File: src/q2r_pkg.sv
// Shared widths and types for the quaternion to rotation matrix pipeline.
// No dependencies.
package q2r_pkg;

    localparam int FRAC = 14;              // fractional bits of each matrix entry
    localparam int QW   = FRAC + 1;        // quotient bits, value at most 2^FRAC
    localparam int NW   = 34;              // signed numerator width
    localparam int SW   = 33;              // norm width, n <= 2^32
    localparam int DW   = SW + 1;          // divisor 2n
    localparam int RW   = SW + QW + 2;     // partial remainder width
    localparam int LAT  = QW + 5;          // register stages, input to output register

    localparam logic signed [15:0] ONE16 = 16'(1 << FRAC);

    typedef logic signed [NW-1:0] num_t;
    typedef logic [SW-1:0]        norm_t;

endpackage

File: src/q2r_div.sv
// One lane: signed numerator over norm, scaled and rounded, one quotient bit per stage.
// Depends on q2r_pkg.
module q2r_div import q2r_pkg::*; (
    input  logic        aclk,
    input  logic        en,
    input  num_t        num_i,
    input  norm_t       norm_i,
    output logic [15:0] res_o
);

    logic [RW-1:0] r_reg   [0:QW-1];
    logic [DW-1:0] d_reg   [0:QW-1];
    logic          neg_reg [0:QW];
    logic [QW-1:0] q_reg   [0:QW];
    logic [15:0]   res_reg;

    num_t          mag;

    assign mag = num_i[NW-1] ? -num_i : num_i;

    // round half away: (|num| * 2^(FRAC+1) + n) / 2n
    always_ff @(posedge aclk) begin
        if (en) begin
            neg_reg[0] <= num_i[NW-1];
            r_reg[0]   <= (RW'(mag[SW-1:0]) << QW) + RW'(norm_i);
            d_reg[0]   <= {norm_i, 1'b0};
            q_reg[0]   <= '0;
        end
    end

    for (genvar i = 0; i < QW; i++) begin : g_stage
        localparam int K = QW - 1 - i;
        logic [RW-1:0] dk;
        logic          ge;

        always_comb begin
            dk = RW'(d_reg[i]) << K;
            ge = r_reg[i] >= dk;
        end

        always_ff @(posedge aclk) begin
            if (en) begin
                q_reg[i+1]   <= q_reg[i] | (QW'(ge) << K);
                neg_reg[i+1] <= neg_reg[i];
            end
        end

        if (i < QW - 1) begin : g_pass
            always_ff @(posedge aclk) begin
                if (en) begin
                    r_reg[i+1] <= ge ? r_reg[i] - dk : r_reg[i];
                    d_reg[i+1] <= d_reg[i];
                end
            end
        end
    end

    always_ff @(posedge aclk) begin
        if (en) begin
            res_reg <= neg_reg[QW] ? -16'(q_reg[QW]) : 16'(q_reg[QW]);
        end
    end

    assign res_o = res_reg;

endmodule

File: config.mk
export PLATFORM = sky130hd
export DESIGN_NAME = q2r_div
export DESIGN_NICKNAME = d
export VERILOG_FILES = /design/src/q2r_pkg.sv /design/src/q2r_div.sv
export SDC_FILE = /design/constraint.sdc
export NUM_CORES = 2
export LEC_CHECK = 0
export BUFFER_PORTS_ARGS = -buffer_cell sky130_fd_sc_hd__buf_2
export CAP_MARGIN = 20
export CORE_ASPECT_RATIO = 0.6
export CORE_MARGIN = 2
export CORE_UTILIZATION = 35
export CTS_BUF_LIST = sky130_fd_sc_hd__clkbuf_8
export CTS_CLUSTER_DIAMETER = 30
export DETAILED_ROUTE_END_ITERATION = 6
export GPL_TIMING_DRIVEN = 0
export PLACE_DENSITY = 0.5
export SYNTH_ARGS = -nofsm -noshare
export SYNTH_HDL_FRONTEND = slang
export SYNTH_SLANG_ARGS = --single-unit
export TNS_END_PERCENT = 100
File: constraint.sdc
create_clock -name aclk -period 8.95 [get_ports aclk]
set_input_delay 0 -clock aclk [delete_from_list [all_inputs] [get_ports aclk]]
set_output_delay 0 -clock aclk [all_outputs]
set_load 0.03 [all_outputs]
==> reports/results.ini <==
[timing]
tightestPinTransition_ns = 1.36
setup_viol = 0
tns_ns = 0
fin_crit_sh_pct = 73.8
finalHoldViolations = 0
setup_ws_ns = 2.35
fin_worst_skew_ns = 0.0598
slew_headroom_pct = 8.48
max_freq_mhz = 151
min_period_ns = 6.60
hold_slack_ns = 0.117
rsz0062_at_grt = false
slew_violations = 0

[critical_path]
cp-end-kind = flip-flop
cp.buffers_inverters = 8
cp_cell_sequence = dlygate4sd3_1 -> buf_2 -> clkbuf_1 -> buf_1 -> buf_1 -> clkbuf_1 -> o41ai_1 -> xnor2_1 -> dlygate4sd3_1 -> ha_1 -> o21ai_0 -> a21oi_1 -> o211ai_1 -> a211oi_1 -> o31ai_1 -> nor2_1 -> and2_2 -> nand2b_1 -> a21oi_1 -> xnor2_1 -> dlygate4sd3_1
crit_fanout = 11
path_class = input pin to flip-flop
cp-start-kind = input pin
cp.arrival_ns = 7.25
cpMostUsedCell = dlygate4sd3_1
cp.required_ns = 9.60
reg2reg_slack_ns = 2.72
crit_family = buffers and inverters
slowest_delay_ns = 0.74
crit_slowest_cell = clkbuf_1

[place]
io_buffers = 80
dp_cells = 10100
pre_cts_ws_ns = 3.20
gp_congestion = 0.970
placed_cell_area_um2 = 79500
dpl.hpwl_um = 199000

[floorplanning]
rows = 131
start_util_pct = 35.2
ios = 85
die_area_um2 = 218000
die_h_um = 362
die_width_um = 601
coreArea_um2 = 213000

[synthesis]
ys_seq_area_share_pct = 50.6
ys_async_sr_fraction_pct = 0
synth_seq_cells = 1262
synthTopCellsByArea = edfxtp_1, ha_1, xnor2_1
synth-edff-count = 1262
netlist_instances = 7079
synth_most_common_cell = edfxtp_1
synth_cell_type_count = 114
yosys_warnings = 0
synth.top_cell.area_share_pct = 50.6
ys.flop_type = edfxtp_1
syn_nets = 7677
synth_top_cell_by_area = edfxtp_1
synthTopCellsByCount = edfxtp_1, inv_1, nand2_1
synth_area_per_cell_um2 = 10.6
netlist_area_um2 = 74900

[cells_and_area]
fin_cells = 10700
fill_cells = 20700
drive_above_1_share_pct = 9.88
final_area_um2 = 87100
nNetsFinal = 8226
synthToLayoutAreaGrowth_pct = 16.2
largest_reg_flops = 749

[clock_tree]
cts_sinks = 1262
cts-root-buf = clkbuf_8
cts_tree = done
clk_path_buf_depth = 4
h-tree-depth = 5
postCtsHoldBufs = 133
cts_setup_buffers = 0
clk_pin_slew_worst_paths_ns = 0.05
clock_latency_ns = 0.92
cts_resized = 0
cts_made_buffers = 291

[grt]
busiest_layer = met1
met2_usage_pct = 20.1
grt_start_max_net_pins = 165
grt_usage_pct = 22.6
antenna_found_initial = 15
use_met1_pct = 40.3
grt_pass1_wl_um = 365000
use_met3_pct = 12.0
grt_pass1_vias = 52700
overflow = 0

[detailed_routing]
drtAntennaViolNets = 0
wl_um = 252000
firstDrtPassIters = 7
first_iter_violations = 7291
drc = 4
wire_per_inst_um = 23.6
via_count = 58400
via_per_inst = 5.45

[hold_path]
hp-class = input pin to flip-flop

[run_status]
violations = design-rule violations
status = complete, but fails checks

[job]
maxCapViolCount = 0

[pwr]
ir_drop_v = 0.000123
cellLeakagePower_nw = 34.2
power_density_nw_per_um2 = 337

==> worst reg2reg max path, stage by stage (launching register included) <==
cell and delay, ns:
edfxtp_1 0.55, inv_1 0.26, ha_1 0.34, clkbuf_1 0.28, nand4_1 0.42, nor3_1 0.42
o211ai_1 0.34, o211ai_1 0.38, o22a_1 0.41, a31oi_1 0.18, nand2_1 0.83, clkbuf_1 0.44
buf_8 0.27, buf_1 0.66, a21oi_1 0.17
==> layout make-up <==
type                       instances  area, µm²  share of cell area (%)
sequential                      1262      37900                    43.5
clock buffer                     301       4140                    4.76
clock inverter                   211       1980                    2.27
tap                             2859       3580                    4.11
timing repair buffer             256       2330                    2.68
buffer                           210        866                   0.995
inverter                         630       2360                    2.72
antenna                           10       25.0                  0.0287
multi-input combinational       4977      33900                    38.9
==> logic make-up after synthesis <==
group / after synthesis / share of synthesized area (%)
mux: 76 / 1.12
flops: 1262 / 50.6
buf+inv: 840 / 4.31
fa+ha+maj: 529 / 8.98
compound gates: 1909 / 15.9
xor+xnor: 578 / 6.75
simple gates: 1885 / 12.4
==> placed cells by master (no fill, tap or decap), drive strengths merged, types with 56 or more instances in the layout <==
| master | instances |
|---|---|
| edfxtp | 1262 |
| inv | 681 |
| nand2 | 614 |
| a21oi | 585 |
| o21ai | 550 |
| ha | 514 |
| clkbuf | 444 |
| nor2 | 423 |
| xnor2 | 348 |
| a21o | 244 |
| xor2 | 230 |
| buf | 190 |
| dlygate4sd3 | 133 |
| nand4 | 126 |
| nand3 | 125 |
| nor3 | 121 |
| clkinv | 98 |
| nand2b | 89 |
| nor2b | 81 |
| mux2 | 63 |
| o21a | 62 |
| nor4 | 60 |
| a31oi | 56 |
==> per-stage QoR <==
stage / util (%) / power [mW]
2_1_floorplan: - / 17.8
3_3_place_gp: 37.1 / 21.8
3_5_place_dp: 37.4 / 21.6
4_1_cts: 40.9 / 29.1
5_1_grt: 40.9 / 31.1
6_report: 40.9 / 29.3
==> power by group <==
part | total, mW | switching (mW) | internal [mW]
clock network | 7.11 | 2.92 | 4.19
registers | 9.57 | 0.915 | 8.65
logic | 12.6 | 7.85 | 4.77
total | 29.3 | 11.7 | 17.6
==> routing by layer <==
| metal | vias to the layer above | share of wire [%] |
|---|---|---|
| met5 | - | 0.020 |
| met4 | 8 | 1.4 |
| met3 | 299 | 16 |
| met2 | 2580 | 27 |
| met1 | 28300 | 56 |
| li1 | 27200 | - |
==> worst paths after layout <==
path / startpoint / to / cells after the start
max: num_i[33] / r_reg[0][41] / 21
min: en / r_reg[14][3] / 2
max reg2reg: r_reg[2][13] / r_reg[3][26] / 14
min reg2reg: q_reg[6][10] / q_reg[6][25] / 0
Note: power is estimated with default switching activity, not from simulation.
